--- src/rtl/cdacc_pkg.sv ---
// Shared constants, types and saturating arithmetic for the count deviation accumulator.
// No dependencies; cdacc_cell and the core import this package, cdacc_ram does not.
package cdacc_pkg;

    localparam int ORG_IDS  = 4096;
    localparam int SLOTS    = 256;
    localparam int SUM_BITS = 32;

    // Fixed field widths of the item interface
    localparam int REQ_W   = 3;
    localparam int ORG_FW  = 12;
    localparam int SLOT_FW = 8;
    localparam int CNT_W   = 16;
    localparam int OUT_W   = 32;

    localparam int ORG_AW  = (ORG_IDS > 1) ? $clog2(ORG_IDS) : 1;
    localparam int CELL_IW = (SLOTS > 1) ? $clog2(SLOTS) : 1;
    localparam int CMP_W   = (CELL_IW > SLOT_FW) ? CELL_IW : SLOT_FW;
    localparam int MAP_W   = SLOT_FW + 1;

    typedef enum logic [REQ_W-1:0] {
        REQ_MAP   = 3'd0,
        REQ_ACC   = 3'd1,
        REQ_BCAST = 3'd2,
        REQ_READ  = 3'd3,
        REQ_CLEAR = 3'd4
    } req_t;

    typedef logic [SUM_BITS-1:0] sum_t;

    // Command travelling down the row of cells; a read collects its sums on the way
    typedef struct packed {
        logic               valid;
        req_t               op;
        logic [SLOT_FW-1:0] slot;
        logic               add_exc;
        logic [CNT_W-1:0]   delta;
        logic [CNT_W-1:0]   ref_cnt;
        logic [CNT_W-1:0]   qry_cnt;
        logic [OUT_W-1:0]   total;
        logic [OUT_W-1:0]   missing;
        logic [OUT_W-1:0]   exceed;
    } cmd_t;

    function automatic sum_t sat_add(input sum_t a, input logic [CNT_W-1:0] b);
        logic [SUM_BITS:0] s;
        s = {1'b0, a} + (SUM_BITS+1)'(b);
        if (s[SUM_BITS])
            return '1;
        return s[SUM_BITS-1:0];
    endfunction

    // Clip a sum to the 32-bit result field
    function automatic logic [OUT_W-1:0] out_clip(input sum_t v);
        if (SUM_BITS > OUT_W && (v >> OUT_W) != '0)
            return '1;
        return OUT_W'(v);
    endfunction

endpackage

--- src/rtl/cdacc_cell.sv ---
// One accumulator cell: holds the three sums of one slot and passes commands on.
// Depends on cdacc_pkg.
module cdacc_cell (
    input  logic                           clk,
    input  logic                           rst_n,
    input  logic                           adv,
    input  logic [cdacc_pkg::CELL_IW-1:0]  idx,
    input  cdacc_pkg::cmd_t                cmd_in,
    output cdacc_pkg::cmd_t                cmd_out
);

    import cdacc_pkg::*;

    sum_t total_reg, total_next;
    sum_t missing_reg, missing_next;
    sum_t exceed_reg, exceed_next;
    cmd_t cmd_reg, cmd_next;
    logic hit;

    assign hit = (CMP_W'(cmd_in.slot) == CMP_W'(idx));

    always_comb
    begin
        total_next   = total_reg;
        missing_next = missing_reg;
        exceed_next  = exceed_reg;
        cmd_next     = cmd_in;
        if (cmd_in.valid)
        begin
            unique case (cmd_in.op)
                REQ_ACC:
                begin
                    if (hit)
                    begin
                        if (cmd_in.add_exc)
                            exceed_next = sat_add(exceed_reg, cmd_in.delta);
                        else
                            missing_next = sat_add(missing_reg, cmd_in.delta);
                        total_next = sat_add(total_reg, cmd_in.ref_cnt);
                    end
                end
                REQ_BCAST:
                begin
                    exceed_next = sat_add(exceed_reg, cmd_in.qry_cnt);
                end
                REQ_READ:
                begin
                    if (hit)
                    begin
                        cmd_next.total   = out_clip(total_reg);
                        cmd_next.missing = out_clip(missing_reg);
                        cmd_next.exceed  = out_clip(exceed_reg);
                    end
                end
                REQ_CLEAR:
                begin
                    total_next   = '0;
                    missing_next = '0;
                    exceed_next  = '0;
                end
                default:
                begin
                end
            endcase
        end
    end

    always_ff @(posedge clk or negedge rst_n)
    begin
        if (!rst_n)
        begin
            cmd_reg     <= '0;
            total_reg   <= '0;
            missing_reg <= '0;
            exceed_reg  <= '0;
        end
        else if (adv)
        begin
            cmd_reg     <= cmd_next;
            total_reg   <= total_next;
            missing_reg <= missing_next;
            exceed_reg  <= exceed_next;
        end
    end

    assign cmd_out = cmd_reg;

endmodule

--- config.mk ---
export PLATFORM = sky130hd
export DESIGN_NAME = cdacc_cell
export DESIGN_NICKNAME = d
export VERILOG_FILES = /design/src/rtl/cdacc_pkg.sv /design/src/rtl/cdacc_cell.sv
export SDC_FILE = /design/constraint.sdc
export NUM_CORES = 1
export LEC_CHECK = 0
export BUFFER_PORTS_ARGS = -buffer_cell sky130_fd_sc_hd__buf_2
export CAP_MARGIN = 15
export CELL_PAD_IN_SITES_DETAIL_PLACEMENT = 1
export CELL_PAD_IN_SITES_GLOBAL_PLACEMENT = 1
export CORE_ASPECT_RATIO = 1.4
export CORE_MARGIN = 4
export CORE_UTILIZATION = 39
export CTS_BUF_LIST = sky130_fd_sc_hd__clkbuf_8
export DETAILED_ROUTE_END_ITERATION = 8
export GPL_ROUTABILITY_DRIVEN = 0
export PLACE_DENSITY_LB_ADDON = 0.3
export SYNTH_ARGS = -nofsm -noshare
export SYNTH_HDL_FRONTEND = slang
export SYNTH_SLANG_ARGS = --single-unit
--- constraint.sdc ---
create_clock -name clk -period 3.15 [get_ports clk]
set_clock_uncertainty 0.2 [all_clocks]
set_input_delay 0.1575 -clock clk [delete_from_list [all_inputs] [get_ports clk]]
set_output_delay 0.1575 -clock clk [all_outputs]
set_load 0.01 [all_outputs]
### Yosys cells after proc, flatten, opt, wreduce, memory -nomap -nowiden

Cells that the tools add are included.

| operators by class | value |
|---|---|
| reductions and logical operators | 5 |
| equality and inequality tests | 8 |
| multiplexer cells | 36 |
| $add $sub $neg | 4 |

Operators by type and width:

| kind | count |
|---|---|
| 32-bit 2-to-1 mux | 13 |
| 96-bit 2-to-1 mux | 3 |
| 32-bit by 16-bit adder with 33-bit output | 4 |
| 32-bit case mux with 2 select lines | 2 |
| 32-bit case mux with 3 select lines | 1 |
| 1-bit 2-to-1 mux | 17 |
| 5-bit AND reduction | 2 |
| 8-bit equality test | 1 |
| 3-bit by 2-bit equality test with 1-bit output (second input constant) | 2 |
| 2-bit != test (second input constant) | 3 |
| 4-bit AND reduction | 1 |
| 3-bit by 1-bit equality test with 1-bit output (second input constant) | 1 |
| 3-bit equality test (second input constant) | 1 |
| 3-bit nonzero test | 1 |
| 2-bit nonzero test | 1 |

| word-level totals | value |
|---|---|
| logic and storage cells | 66 |
| flip-flop bits (word level) | 253 |

### Logic depth before layout (Yosys ltp)

| depth | value |
|---|---|
| depth in word-level cells | 10 |
| gate-level depth with buffers | 11 |

### Worst setup path before layout

No wires, ideal clock.

| timing | value |
|---|---|
| path kind | reg-to-reg |
| start | reg exceed_reg[0] |
| end | reg exceed_reg[25] |
| arrival | 2.604 ns |
| setup slack | 0.220 ns |
| setup time | 0.125 ns |
| buffers on the path | 1 |
| data required time | 2.825 ns |
| clock period less this slack | 2.930 ns |
| cell stages (with the launch flop) | 12 |
| path through | dfrtp_1 -> ha_1 -> fa_1 -> a211oi_1 -> o21ai_1 -> nand3_2 -> o221ai_2 -> a31o_1 -> buf_4 -> a2111o_1 -> a21oi_1 -> o21ai_1 |

| between the ends | value |
|---|---|
| cells in the longest elaborated chain, start to end | 10 |
| elaborated cells on any way between the ends | 15 |
| those cells by class | add/sub (2); mux (13) |

Ends and longest elaborated chain:

| item | RTL line | source |
|---|---|---|
| start: declaration | cdacc_cell.sv:16 | `sum_t exceed_reg, exceed_next;` |
| start signal: assignment | cdacc_cell.sv:82 | `exceed_reg <= exceed_next;` |
| 32-bit by 16-bit adder with 33-bit output | cdacc_pkg.sv:47 | `s = {1'b0, a} + (SUM_BITS+1)'(b);` |
| 1-bit 2-to-1 mux | cdacc_pkg.sv:48 | `if (s[SUM_BITS])` |
| 1-bit 2-to-1 mux | cdacc_cell.sv:35 | `if (cmd_in.add_exc)` |
| 1-bit 2-to-1 mux | cdacc_cell.sv:33 | `if (hit)` |
| 1-bit 2-to-1 mux | cdacc_cell.sv:30 | `unique case (cmd_in.op)` |
| 1-bit 2-to-1 mux | cdacc_cell.sv:28 | `if (cmd_in.valid)` |
| 32-bit 2-to-1 mux | cdacc_pkg.sv:50 | `return s[SUM_BITS-1:0];` |
| 32-bit 2-to-1 mux | cdacc_cell.sv:35 |  |
| 32-bit 2-to-1 mux | cdacc_cell.sv:33 |  |
| 32-bit case mux with 3 select lines * | cdacc_cell.sv:30 |  |

Every way passes the cells marked *; elsewhere a longest branch is shown, timed or not. The select of a mux whose other input is x is not followed.
A chain may end at the register's enable or synchronous reset.

### Final worst setup path

| timing | value |
|---|---|
| start | reg total_reg[0] |
| end | reg total_reg[12] |

| between the ends | value |
|---|---|
| cells in the longest elaborated chain, start to end | 8 |

Ends and longest elaborated chain:

| item | RTL line | source |
|---|---|---|
| start: declaration | cdacc_cell.sv:14 | `sum_t total_reg, total_next;` |
| start signal: assignment | cdacc_cell.sv:80 | `total_reg <= total_next;` |
| 32-bit by 16-bit adder with 33-bit output * | cdacc_pkg.sv:47 |  |
| 1-bit 2-to-1 mux | cdacc_pkg.sv:48 |  |
| 1-bit 2-to-1 mux | cdacc_cell.sv:33 |  |
| 1-bit 2-to-1 mux | cdacc_cell.sv:30 |  |
| 1-bit 2-to-1 mux | cdacc_cell.sv:28 |  |
| 32-bit 2-to-1 mux * | cdacc_pkg.sv:50 |  |
| 32-bit 2-to-1 mux * | cdacc_cell.sv:33 |  |
| 32-bit case mux with 2 select lines * | cdacc_cell.sv:30 |  |

Marked as above.

==> impl_metrics.ini <==
[yosys]
async_reset_ff_share_pct = 100
synth_seq_cells = 253
seq_area_frac_synth_pct = 42.0
synth_edf_count = 0
mappedNetlistArea_um2 = 15100
ys.flop_type = dfrtp_1
avgSynthCellArea_um2 = 9.58
synth_nets = 1809
synth_cell_types = 90
synth_warnings = 0
synth_cells = 1573

[power_and_ir_drop]
p_seq_share_pct = 33.0
power_density_nw_per_um2 = 638
p_comb_share_pct = 42.2
ir_worst_vdd_mv = 0.390
leakage_uw = 0.00893
power_switching_uw = 5140
p_clk_share_pct = 24.7
internal_power_uw = 7720
switching_share_pct = 40.0

[drt]
drc = 0
via_per_inst = 5.78
totalWireLength_um = 61300
dr.pass1.iters = 7
drtIter0Drc = 764
drtAntennaViolNets = 0
via_count = 15000
wire_per_inst_um = 23.6

[placed_design]
place_inst = 2347
io_buffer_count = 324
dpl.hpwl_um = 40900

[global_routing]
grt_max_degree = 146
grt_usage_pct = 28.2
grt_pass1_vias = 16800
grt-ovfl-total = 0
grt_pass1_wl_um = 94400
antenna_found_initial = 2

[status]
outcome = finished clean

[worst_setup_path]
r2r_start = total_reg[0]$_DFFE_PN0P_
reg2reg_setup_slack_ps = 70
worst_ep_required_time_ps = 3390
critPathKind = flop to flop
cp.arrival_ps = 3320
worstPathMaxFanout = 3
cp-end-kind = flop
r2r_cells = 11
crit_path_start_kind = flop
r2r-end = total_reg[12]$_DFFE_PN0P_

[clock_network]
cts_tree = built
post_cts_buffers = 0
root_buffer = clkbuf_8
clk_latency_ps = 590
cts_max_path_buffers = 3
clkTransAtPathRegs_ps = 70
cts-buffers-inserted = 45
clock-sinks = 253
h-tree-depth = 2

[cells_and_area]
instances_no_fill = 2601
area_growth_pct = 33.7
nFillCells = 4330
fin_nets = 2330
largest_reg_flops = 157
mostFrequentLayoutCell = buf_2
drive_gt1_share_pct = 26.6
final_cell_mix = buf_2 (322), dfrtp_1 (251), a21oi_1 (188)

[timing]
setup_viol = 0
slew_headroom_pct = 33.3
finalCriticalPeriod_ps = 3080
worst_pin_slew_ps = 1000
whs_ps = 85.4
finalMaxSlewViolations = 0
hold_violations = 0
max_freq_ghz = 0.324
min_period_over_period_pct = 97.9

[worst_hold_path]
worstHoldStart = adv
holdPathStages = 3
hold_end = cmd_out[156]$_DFFE_PN0P_
hp-class = input port to flop

[die]
rows = 84
io_pins = 325
core_um2 = 37800
chipWidth_um = 174
die_area_um2 = 41900
initial_core_util_pct = 39.8
fp.dieH_um = 241

[run]
maxCapViolCount = 0
cells in the mapped netlist, types with 5 or more instances:
library cell | instances | area, µm²
nand2_1 | 103 | 387
a21o_1 | 37 | 278
mux2i_1 | 104 | 1040
nand3b_1 | 7 | 52.6
nand4_1 | 17 | 106
or3_1 | 6 | 37.5
dfrtp_1 | 253 | 6330
o21a_1 | 10 | 75.1
a211o_1 | 5 | 43.8
nand2b_1 | 9 | 56.3
a21oi_1 | 190 | 951
o31ai_1 | 5 | 37.5
and2_1 | 6 | 37.5
mux2_2 | 60 | 676
nor3_1 | 22 | 110
a41oi_1 | 9 | 78.8
and4_1 | 6 | 52.6
a31oi_1 | 32 | 200
nor2_1 | 168 | 631
inv_1 | 18 | 67.6
nor2b_1 | 7 | 43.8
a211oi_1 | 13 | 97.6
clkbuf_1 | 47 | 176
buf_4 | 11 | 82.6
o21ai_1 | 31 | 155
xor2_1 | 31 | 272
o22ai_1 | 8 | 50.1
o21bai_1 | 7 | 52.6
and3_1 | 12 | 75.1
nor3_2 | 5 | 50.1
buf_2 | 20 | 100
nand3_1 | 22 | 110
o211ai_1 | 11 | 82.6
xnor2_1 | 31 | 272
ha_1 | 64 | 801
o21ai_0 | 101 | 505
metrics by stage:
stage	worst slack, ps	instance area [µm²]	total power [µW]	util (%)	TNS, ps
2_1_floorplan	220	15100	7510	-	0
3_3_place_gp	98.6	17400	9130	46.1	0
3_5_place_dp	-16.4	17400	9300	46.1	-33.0
4_1_cts	4.33	20100	12700	53.0	0
5_1_grt	-79.6	20100	13600	53.2	-79.6
6_report	65.1	20100	12900	53.2	0
power by group through the flow:
stage | Clock, µW | Sequential [µW] | Combinational [µW]
finish | 3180 | 4250 | 5430
global placement | 0 | 4250 | 4880
global route | 3400 | 4300 | 5950
CTS | 3210 | 4220 | 5250
detailed placement | 0 | 4270 | 5030
floorplan | 0 | 4170 | 3340
worst max-delay path, cell delays in order, from the launching register on:
cell and delay, ps:
dfrtp_1 400, ha_1 230, fa_1 410, a21o_1 210
a21oi_2 210, o21ai_1 180, buf_4 210, a31oi_2 230
o21bai_1 130, a21oi_1 250, xor2_1 200, a21oi_1 90
logic make-up after synthesis:
family                     after synthesis  synth area share, %
DFF                                    253                 42.0
muxes                                  164                 11.4
xor gates and xnor gates                62                 3.60
and+or+nand+nor                        420                 13.4
buffers and inverters                   99                 2.96
AOI/OAI and AO/OA                      507                 20.8
adders and majority gates               68                 5.85
layout make-up:
cell class	instances	area, µm²	share of cell area, %
Inverter	18	67.6	0.335
Clock buffer	53	729	3.62
Multi-Input combinational cell	1221	8380	41.6
Tap cell	473	592	2.94
Antenna cell	2	5.00	0.0248
Clock inverter	26	164	0.814
Timing Repair Buffer	555	3880	19.2
Sequential cell	253	6330	31.4
metal layers:
metal | global-route usage, % | vias up | wire length (µm)
met5 | 0 | - | 0
met4 | 13.9 | 0 | 3190
met3 | 4.47 | 185 | 3020
met2 | 54.2 | 542 | 33200
met1 | 29.9 | 7500 | 21900
li1 | - | 6816 | -
repair_timing:
action                     4_1_cts  5_1_grt
hold endpoints to repair       414        0
gates cloned                     0        1
hold buffers                   172        0
pin swaps                        0        3
setup endpoints to repair        6       59
resized for setup                2       26
worst max-delay path by stage:
| stage | endpoint | slack (ps) | startpoint |
|---|---|---|---|
| 2_1_floorplan | exceed_reg[25]$_DFFE_PN0P_ | 220 | exceed_reg[0]$_DFFE_PN0P_ |
| 3_3_place_gp | exceed_reg[14]$_DFFE_PN0P_ | 100 | exceed_reg[0]$_DFFE_PN0P_ |
| 3_5_place_dp | exceed_reg[19]$_DFFE_PN0P_ | -20 | exceed_reg[0]$_DFFE_PN0P_ |
| 4_1_cts | total_reg[19]$_DFFE_PN0P_ | 4 | total_reg[0]$_DFFE_PN0P_ |
| 5_1_grt | total_reg[12]$_DFFE_PN0P_ | -80 | total_reg[0]$_DFFE_PN0P_ |
| 6_report | total_reg[12]$_DFFE_PN0P_ | 70 | total_reg[0]$_DFFE_PN0P_ |
No activity file was read; power rests on OpenSTA's default activity.
