File: config.mk
export PLATFORM = sky130hd
export DESIGN_NAME = cdacc_ram
export DESIGN_NICKNAME = d
export VERILOG_FILES = /design/src/rtl/cdacc_ram.sv
export SDC_FILE = /design/constraint.sdc
export NUM_CORES = 1
export LEC_CHECK = 0
export ABC_AREA = 0
export BUFFER_PORTS_ARGS = -buffer_cell sky130_fd_sc_hd__buf_2
export CAP_MARGIN = 5
export CORE_MARGIN = 2
export CORE_UTILIZATION = 39
export DETAILED_ROUTE_END_ITERATION = 12
export PLACE_DENSITY_LB_ADDON = 0.3
export RECOVER_POWER = 50
export SYNTH_ARGS = -nofsm -noshare
export SYNTH_HDL_FRONTEND = slang
export SYNTH_SLANG_ARGS = --single-unit
File: constraint.sdc
create_clock -name clk -period 1.87 [get_ports clk]
set_input_delay 0.0935 -clock clk [delete_from_list [all_inputs] [get_ports clk]]
set_output_delay 0.0935 -clock clk [all_outputs]
set_load 0.05 [all_outputs]
File: src/rtl/cdacc_ram.sv
// Generic single-write, single-read RAM with registered read data.
// No dependencies.
module cdacc_ram #(
    parameter int WIDTH = 8,
    parameter int DEPTH = 16
) (
    input  logic                                      clk,
    input  logic                                      we,
    input  logic [((DEPTH > 1) ? $clog2(DEPTH) : 1)-1:0] waddr,
    input  logic [WIDTH-1:0]                          wdata,
    input  logic                                      re,
    input  logic [((DEPTH > 1) ? $clog2(DEPTH) : 1)-1:0] raddr,
    output logic [WIDTH-1:0]                          rdata
);

    logic [WIDTH-1:0] mem [DEPTH];
    logic [WIDTH-1:0] rdata_reg;

    always_ff @(posedge clk)
    begin
        if (we)
        begin
            mem[waddr] <= wdata;
        end
        if (re)
        begin
            rdata_reg <= mem[raddr];
        end
    end

    assign rdata = rdata_reg;

endmodule

Word level (Yosys, flattened, before mapping)

Memory sizes are Yosys's and may differ from the RTL's. A register that Yosys moved wholly into a read port is not among the register bits.
Index checks and enable logic that the tools add are counted.

Logic and storage cells: 3
Output and inout port bits: 8
Register bits after elaboration: 0
Input port bits: 19
Memories kept: 1
Bits in writable memories: 128

Memories:

| memory | words | bits a word | rd ports | clocked after Yosys merged registers in | write ports | line | text |
|---|---|---|---|---|---|---|---|
| mem    | 16    | 8           | 1        | 1                                       | 1           | 16   | `logic [WIDTH-1:0] mem [DEPTH];` |

Mux-type cells: 2

Operators with widths:

| operator          | number |
|---|---|
| 1-bit two-way mux | 2 |

Longest topological paths before layout

Gate-level depths: netlist of the first run.

Depth in word-level cells: 2
Gate-level depth with buffers: 5
Depth with buffers taken out: 3

Worst setup path after synthesis of the first run

No wires, ideal clock.

Path type: input-to-reg
From: input waddr[2] (netlist bit)
To: memory mem[0][0], enable pin
Data required time: 1487 ps
Data arrival time: 1203 ps
Slack: 284 ps
Stages on the path: 2
Library setup time: 383 ps
Path buffers: 0
Cell sequence: or3b_2 > nor3_1

RTL lines:

| element     | line | text |
|---|---|---|
| from (decl) | 9    | `input logic [((DEPTH > 1) ? $clog2(DEPTH) : 1)-1:0] waddr,` |
| to (decl)   | 16   |  |

No word-level cell before the write port.

==> metrics.yaml, run 1 <==
netlist_area_mm2: 0.00523
post-route-period-util_pct: 80.1
grt_pass1_wl_mm: 16.1
fillers: 1092
grt_use_total_pct: 16.2
drc: 0
grt_util_met1_pct: 21.9
start_util_pct: 39.6
cts_resized: 0
critPathArrivalTime_ns: 1.65
cts_sinks: 136
largest_reg_flops: 128
grt_start_max_net_pins: 33
areaGrowthSynthToFinish_pct: 21.3
yosysSeqAreaShare_pct: 78.1
root_buffer: "clkbuf_16"
n_antenna_cell: 0
cap_violations: 0
hold_path.class: "input port to flip-flop"
outcome: "finished, final reports clean"
grt_busiest_layer: "met2"
htree_num_levels: 4
layout_min_cycle_time_ns: 1.50
globalRouteMet2Util_pct: 25.0
synth_fp_nets: 248
clk_latency_ns: 0.41
drtIter0Drc: 187
critPathCaptureType: "flip-flop"
place_hpwl_mm: 6.74
rsz0062_at_grt: "no"
max_freq_mhz: 668
antenna_left: 0
path_class: "flip-flop to flip-flop"
syn_inst: 229
final_max_slew_viol_count: 0
ys.warnings.count: 0
required_ns: 2.02
fin_nets: 314
synth_top_area_share_pct: 78.1
core_region_area_mm2: 0.0132
setup_viol_count_final: 0
antenna_found_initial: 0
numCtsBuffers: 17
clk_path_buf_depth: 2
synth.area.top_cells: "edfxtp_1, mux4_2, mux4_1, a22oi_1, nor2_1"
post_synth.cell_area_avg_um2: 22.8
ys_types: 18
avgViaCountPerCell: 5.23
skew_ns: 0.00666
hold_violations: 0
drtPass1Iterations: 4
grt_overflow_total: 0
setup.worst_path.start_class: "flip-flop"
synthArstFlopShare_pct: 0
routed_wl_mm: 10.6
setup_tns_ns: 0
crit_path_max_fanout: 1
peakVddDrop_uv: 624
use_met3_pct: 5.70
p_leak_uw: 0.00213
dieWidth_um: 120
path_clk_slew_ns: 0.06
via_count: 2528
cts_setup_buffers: 0
fin_area_mm2: 0.00634
die_h_um: 120
synth_commonest_cells: "edfxtp_1, mux4_2, a22oi_1, mux4_1, nor2_1"
grt_pass1_vias: 2558
cts_tree: "built"
rows: 42
power_density_mw_per_mm2: 1140
io_pins: 27
synth_edf_count: 136
slew_headroom_pct: 53.7
dieArea_mm2: 0.0143
ff2ff_setup_slack_ns: 0.37
synth_most_common_cell: "edfxtp_1"
gp_congestion: 0.725
placed_area_mm2: 0.00575
ys_seq_elements: 136
wire_per_inst_um: 21.9
hold_buffers: 0
port_buffers: 26
tightestPinTransition_ns: 0.694
synthFlopType: "edfxtp_1"
drive_above_1_share_pct: 30.3
yosysTopAreaCell: "edfxtp_1"
## worst max-delay path, cell delays in order, from the launching register on
cell	delay, ns
edfxtp_1	0.38
mux4_1	0.51
a22oi_1	0.26
nand2_1	0.09
## area by class of cell
| cell class | count | area [µm²] | share of cell area (%) |
|---|---|---|---|
| Clock buffer | 20 | 437 | 6.88 |
| Clock inverter | 11 | 173 | 2.72 |
| Multi-Input combinational cell | 83 | 1060 | 16.7 |
| Sequential cell | 136 | 4080 | 64.4 |
| Tap cell | 176 | 220 | 3.47 |
| Timing Repair Buffer | 57 | 372 | 5.86 |
## report_power, final
part / internal, µW / switching [µW]
logic: 140 / 233
registers: 3440 / 17.9
clock network: 2220 / 1190
## final timing paths
path | end | cells past startpoint | start
setup / recovery | rdata[0] | 3 | mem[0][0]
hold / removal | mem[2][7] | 1 | wdata[7]
setup reg to reg | rdata[0] | 3 | mem[0][0]
hold reg to reg | rdata[5] | 3 | mem[15][5]
## stage by stage
stage                     setup slack (ns)  utilization [%]  hold WS [ns]  total power, µW  cells
after CTS                            0.344             48.2        0.0555             7310    483
after global routing                 0.303             48.1         0.191             7470    483
after global placement               0.203             43.6         0.476             3890    452
final                                0.373             48.1         0.210             7240    483
after floorplan                      0.284                -         0.192             3740    229
after detailed placement             0.160             43.6         0.489             3900    452
## logic make-up after synthesis
| logic type | count (synthesis) | share of synthesized area [%] |
|---|---|---|
| AO/OA/AOI/OAI | 16 | 2.30 |
| flip-flops | 136 | 78.1 |
| AND/OR/NAND/NOR | 35 | 3.14 |
| buffers and inverters | 10 | 1.65 |
| multiplexers | 32 | 14.8 |
## cells in the final DEF, fill, tap and decap left out, types with 9 or more instances in the layout
cell	count
nor2_1	13
mux4_2	18
clkbuf_16	17
edfxtp_1	136
buf_4	28
buf_2	16
a22oi_1	16
clkbuf_1	14
mux4_1	14
nand2_1	9
## layer usage
layer | vias to the layer above | part of all wire [%]
met5 | - | 0
met4 | 0 | 0.73
met3 | 9 | 7.6
met2 | 96 | 49
met1 | 1310 | 43
li1 | 1113 | -
Power figures use the tool's default switching activity.
==> run 2, diff against run 1 <==
- clock period: 1.87 -> 1.3 ns (I/O delays scaled with it)
==> run 2 against run 1 <==
Effect of this change:
- the run now ends with setup timing left
- total power is 40% higher
- core utilization hardly changed
- largest cell class unchanged
- maximum frequency is 6.8% higher
- highest routed layer unchanged
==> metrics.yaml, run 2 (same netlist as run 1, synthesis figures left out) <==
fillers: 1073  # -1.7%
slew_headroom_pct: 39.2  # -15 points
die_h_um: 120  # unchanged
grt_start_max_net_pins: 18  # -45%
cts_setup_buffers: 0  # unchanged
required_ns: 1.46  # -0.56 ns
hold_end: "mem[14][4]"
tightestPinTransition_ns: 0.909  # +0.215 ns
setup_tns_ns: -0.617  # -0.617 ns
areaGrowthSynthToFinish_pct: 21.4  # about the same
max_freq_mhz: 713  # +6.8%
gp_congestion: 0.778  # +7.2%
drtPass1Iterations: 4  # unchanged
layout_min_cycle_time_ns: 1.40  # -0.0953 ns
cts_sinks: 136  # unchanged
p_sw_uw: 2010  # +40%
grt_overflow_total: 0  # unchanged
wire_per_inst_um: 21.8  # -0.43%
critPathArrivalTime_ns: 1.56  # -0.09 ns
drc: 0  # unchanged
layout.area.seq_mm2: 0.00408  # unchanged
p_sw_share_pct: 19.8  # -0.051 points
ff2ff_setup_slack_ns: -0.10  # -0.47 ns
cts_tree: "built"
clk_latency_ns: 0.41  # about the same
hold_buffers: 0  # unchanged
grt_pass1_vias: 2660  # +4.0%
dieWidth_um: 120  # unchanged
grt_pass1_wl_mm: 16.1  # +0.34%
rows: 42  # unchanged
placed_area_mm2: 0.00577  # +0.33%
p_leak_uw: 0.00211  # -1.1%
drive_above_1_share_pct: 37.7  # +7.4 points
crit_path_max_fanout: 1  # unchanged
cell_internal_pwr_uw: 8120  # +40%
power.share.clock_pct: 45.2  # -1.9 points
antenna_left: 0  # unchanged
outcome: "complete, but fails checks"
met2WireLength_mm: 5.38  # +4.0%
setup.worst_path.start_class: "flip-flop"
via_count: 2562  # +1.3%
power_uw: 10100  # +40%
combPwrFrac_pct: 5.7  # +0.5 points
hold_violations: 0  # unchanged
rr_startpoint: "mem[9][5]"
skew_ns: 0.00851  # +0.00185 ns
final_cell_mix: "edfxtp_1, mux4_2, buf_4"
start_util_pct: 39.6  # unchanged
met3_length_um: 568  # -30%
core_region_area_mm2: 0.0132  # unchanged
drtIter0Drc: 221  # +18%
root_buffer: "clkbuf_16"
port_buffers: 26  # unchanged
io_pins: 27  # unchanged
path_class: "flip-flop to flip-flop"
violations: "setup timing"
fin_nets: 316  # +0.64%
finalWorstSetupSlack_ns: -0.102  # -0.475 ns
htree_num_levels: 4  # unchanged
setup_viol_count_final: 8  # +8
place_hpwl_mm: 6.95  # +3.2%
post-route-period-util_pct: 108  # +28 points
grt_use_total_pct: 16.3  # +0.084 points
dr.max_layer_used: "met4"
hold_path.class: "input port to flip-flop"
numCtsBuffers: 17  # unchanged
layout_commonest_cell: "edfxtp_1"
dieArea_mm2: 0.0143  # unchanged
n_antenna_cell: 0  # unchanged
met1Wirelength_mm: 4.58  # +1.1%
cap_violations: 0  # unchanged
critPathCaptureType: "flip-flop"
multiInputGateArea_mm2: 0.00106  # +0.12%
pwr-share-seq_pct: 49.1  # +1.4 points
fin_area_mm2: 0.00635  # about the same
avgViaCountPerCell: 5.27  # +0.72%
routed_wl_mm: 10.6  # +0.19%
reg2reg_to: "rdata[5]"
clk_path_buf_depth: 2  # unchanged
antenna_found_initial: 0  # unchanged
largest_reg_flops: 128  # unchanged
rsz0062_at_grt: "yes"
final_max_slew_viol_count: 0  # unchanged
path_clk_slew_ns: 0.06  # about the same
power_density_mw_per_mm2: 1600  # +40%
r2r_cells: 3  # unchanged
whs_path_depth: 1  # unchanged
hold_path_startpoint: "wdata[4]"
peakVddDrop_uv: 817  # +31%
[run 2: changes by cell type in the layout (fill, tap and decap cells not counted), sizes merged]
cell and delta:
buf +4, bufinv -1, clkbuf -4, clkinv +9, clkinvlp -4, inv -1
[run 2: repair_timing]
action,CTS,global route
pin swaps,6,5
resized for setup,13,2
endpoints found under the setup margin,8,8
cloned,0,0
[run 2: stage by stage]
step	hold slack (ns)	instances	utilization (%)	setup slack [ns]
6_report	0.177	486	48.1	-0.102
3_5_place_dp	0.466	454	43.7	-0.369
2_1_floorplan	0.164	229	-	-0.0311
3_3_place_gp	0.456	454	43.7	-0.342
5_1_grt	0.196	486	48.1	-0.150
4_1_cts	0.0251	486	48.3	-0.115
[run 2: critical path, cell delays in order (launching register included)]
cell and delay [ns]:
edfxtp_1 0.37, mux4_2 0.48, a22oi_2 0.19, nand2_1 0.09
[run 2: layout make-up]
cell class              count  share of cell area, %
multi-input cells          83                   16.7
clock inverters            14                   2.17
well taps                 176                   3.47
flip-flops and latches    136                   64.4
clock buffers              18                   6.76
repair buffers             59                   6.57
[run 2: per-layer routing]
layer,global-route usage (%),up-vias
met3,5.66,7
met4,5.88,0
met1,21.3,1355
li1,-,1110
met5,0,-
met2,25.4,90
[run 2: worst max-delay path by stage]
| stage | start | to | cells past startpoint |
|---|---|---|---|
| 2_1_floorplan | waddr[2] | mem[3][0] | 2 |
| 3_3_place_gp | raddr[0] | rdata[3] | 5 |
| 3_5_place_dp | raddr[0] | rdata[5] | 5 |
| 4_1_cts | mem[11][6] | rdata[6] | 3 |
| 5_1_grt | mem[9][5] | rdata[5] | 3 |
| 6_report | mem[9][5] | rdata[5] | 3 |
[run 2: power by group through the flow]
stage / clock [µW] / sequential [µW] / combinational [µW]
2_1_floorplan: 0 / 5130 / 259
3_3_place_gp: 0 / 5060 / 558
3_5_place_dp: 0 / 5060 / 567
4_1_cts: 4670 / 4980 / 592
5_1_grt: 4840 / 4980 / 623
6_report: 4580 / 4980 / 577
==> run 3, diff against run 2 <==
- clock period: 1.3 -> 1.15 ns (I/O delays scaled with it)
==> run 3 against run 2 <==
Effect of this change:
- the flow still finishes with violations (setup timing)
- count of clock-buffer cells in the layout up 4
- critical path depth rose by 1
- total power is 6.1% higher
- sequential cell count did not move
- cell area rose by 0.45%
- core utilization increased by 0.22 points
- register-to-register slack lost 0.21 ns
- first-iteration DRC count up 8.6%
- clock skew barely moved
- hold slack gained 0.016 ns
- critical endpoint is now rdata[1]
==> metrics.yaml, run 3 (same netlist as run 1, synthesis figures left out) <==
outcome: "complete, but fails checks"
violations: "setup timing"
tightestPinTransition_ns: 0.837  # -0.0718 ns
required_ns: 1.31  # -0.15 ns
dp_slack_ns: -0.439  # -0.0693 ns
cell_internal_pwr_uw: 8560  # +5.4%
n_antenna_cell: 0  # unchanged
pwr-share-seq_pct: 52.3  # +3.2 points
die_h_um: 120  # unchanged
drtIter0Drc: 240  # +8.6%
dieWidth_um: 120  # unchanged
critPathCaptureType: "flip-flop"
p_leak_uw: 0.00209  # -0.71%
htree_num_levels: 4  # unchanged
finalNonFillerCells: 488  # +0.41%
r2r_cells: 4  # +1
areaGrowthSynthToFinish_pct: 21.9
skew_ns: 0.00839  # -0.000114 ns
critical_path.cell_chain: "mux4_2, a22oi_1, buf_4, nand2_1"
via_count: 2450  # -4.4%
grt_pass1_wl_mm: 15.6  # -3.4%
clk_latency_ns: 0.41  # about the same
grt_overflow_total: 0  # unchanged
start_util_pct: 39.6  # unchanged
gp_congestion: 0.740  # -4.8%
fin_util_pct: 48.3  # +0.22 points
p_sw_uw: 2190  # +9.1%
core_region_area_mm2: 0.0132  # unchanged
post-route-period-util_pct: 127  # +19 points
numCtsBuffers: 17  # unchanged
max_freq_mhz: 686  # -3.8%
antenna_left: 0  # unchanged
wire_per_inst_um: 20.6  # -5.8%
cp_num_buf_inv: 1  # +1
path_class: "flip-flop to flip-flop"
cap_violations: 0  # unchanged
io_pins: 27  # unchanged
power_density_mw_per_mm2: 1690  # +5.6%
path_clk_slew_ns: 0.05  # about the same
cts_setup_buffers: 0  # unchanged
final_cell_mix: "edfxtp_1, mux4_2, buf_4"
hold_path.class: "input port to flip-flop"
reg2reg_to: "rdata[1]"
setup_viol_count_final: 8  # unchanged
final_max_slew_viol_count: 0  # unchanged
avgViaCountPerCell: 5.02  # -4.8%
grt_pass1_vias: 2578  # -3.1%
slew_headroom_pct: 44.2  # +5.0 points
rows: 42  # unchanged
combPwrFrac_pct: 6.6  # +0.9 points
hold_end: "mem[5][5]"
p_sw_share_pct: 20.4  # +0.56 points
cts_sinks: 136  # unchanged
hold_path_startpoint: "wdata[5]"
root_buffer: "clkbuf_16"
crit_path_max_fanout: 1  # unchanged
whs_path_depth: 1  # unchanged
grt_use_total_pct: 15.6  # -0.70 points
drtPass1Iterations: 4  # unchanged
cts_tree: "built"
rsz0062_at_grt: "yes"
crit_path_max_incr_delay_ns: 0.51  # +0.03 ns
grt_start_max_net_pins: 17  # -1
layout_commonest_cell: "edfxtp_1"
largest_reg_flops: 128  # unchanged
drc: 0  # unchanged
layout_min_cycle_time_ns: 1.46  # +0.0551 ns
placed_area_mm2: 0.00588  # +2.0%
fin_area_mm2: 0.00637  # +0.45%
ff2ff_setup_slack_ns: -0.31  # -0.21 ns
place_hpwl_mm: 6.76  # -2.8%
port_buffers: 26  # unchanged
slowest_stage: "mux4_2"
dieArea_mm2: 0.0143  # unchanged
clk_path_buf_depth: 2  # unchanged
power.share.clock_pct: 41.1  # -4.1 points
rr_startpoint: "mem[15][1]"
peakVddDrop_uv: 1060  # +30%
setup.worst_path.start_class: "flip-flop"
critPathArrivalTime_ns: 1.62  # +0.06 ns
fin_nets: 320  # +1.3%
antenna_found_initial: 0  # unchanged
finalWorstSetupSlack_ns: -0.307  # -0.205 ns
cpLargestDelayFamily: "multiplexers"
power_uw: 10700  # +6.1%
dp_cells: 457  # +0.66%
drive_above_1_share_pct: 37.2  # -0.56 points
routed_wl_mm: 10.0  # -5.4%
hold_violations: 0  # unchanged
==> run 3: metrics by stage <==
| stage | hold slack [ns] | TNS [ns] |
|---|---|---|
| floorplan | 0.156 | -1.02 |
| global placement | 0.411 | -7.84 |
| detailed placement | 0.414 | -8.38 |
| CTS | 0.0297 | -2.24 |
| global route | 0.206 | -2.56 |
| finish | 0.193 | -2.05 |
==> run 3: power groups by stage <==
| stage | clock network, µW | logic (µW) | registers (µW) |
|---|---|---|---|
| floorplan | 0 | 313 | 5800 |
| global route | 4720 | 764 | 5620 |
| CTS | 4500 | 729 | 5620 |
| detailed placement | 0 | 713 | 5720 |
| finish | 4420 | 707 | 5620 |
| global placement | 0 | 701 | 5710 |
==> run 3: how the worst max path moves through the flow <==
stage,startpoint,to,slack (ns),depth (start not counted)
3_3_place_gp,raddr[0],rdata[0],-0.41,6
5_1_grt,mem[11][2],rdata[2],-0.36,4
4_1_cts,mem[11][2],rdata[2],-0.32,4
2_1_floorplan,mem[3][0],rdata[0],-0.12,3
6_report,mem[15][1],rdata[1],-0.31,4
3_5_place_dp,raddr[0],rdata[5],-0.44,6
==> run 3: what timing repair did <==
action	4_1_cts	5_1_grt
gates cloned	0	0
hold buffers	1	0
pin swaps	1	1
hold endpoints to repair	8	0
gates resized for setup	5	0
setup endpoints to repair	8	8
==> run 3: layer usage <==
layer / part of all wire, % / vias up / track usage [%] / wire, µm
met5: 0 / - / 0 / 0
met1: 47 / 1268 / 21.6 / 4700
met2: 47 / 64 / 23.2 / 4730
met3: 4.3 / 10 / 3.90 / 433
li1: - / 1108 / - / -
met4: 1.8 / 0 / 7.43 / 178
==> run 3: cell type report <==
type                            count  area [µm²]
Clock buffer                       22         444
Tap cell                          176         220
Multi-Input combinational cell     83        1060
Fill cell                        1098        6820
Timing Repair Buffer               63         529
Clock inverter                      8        33.8
Sequential cell                   136        4080
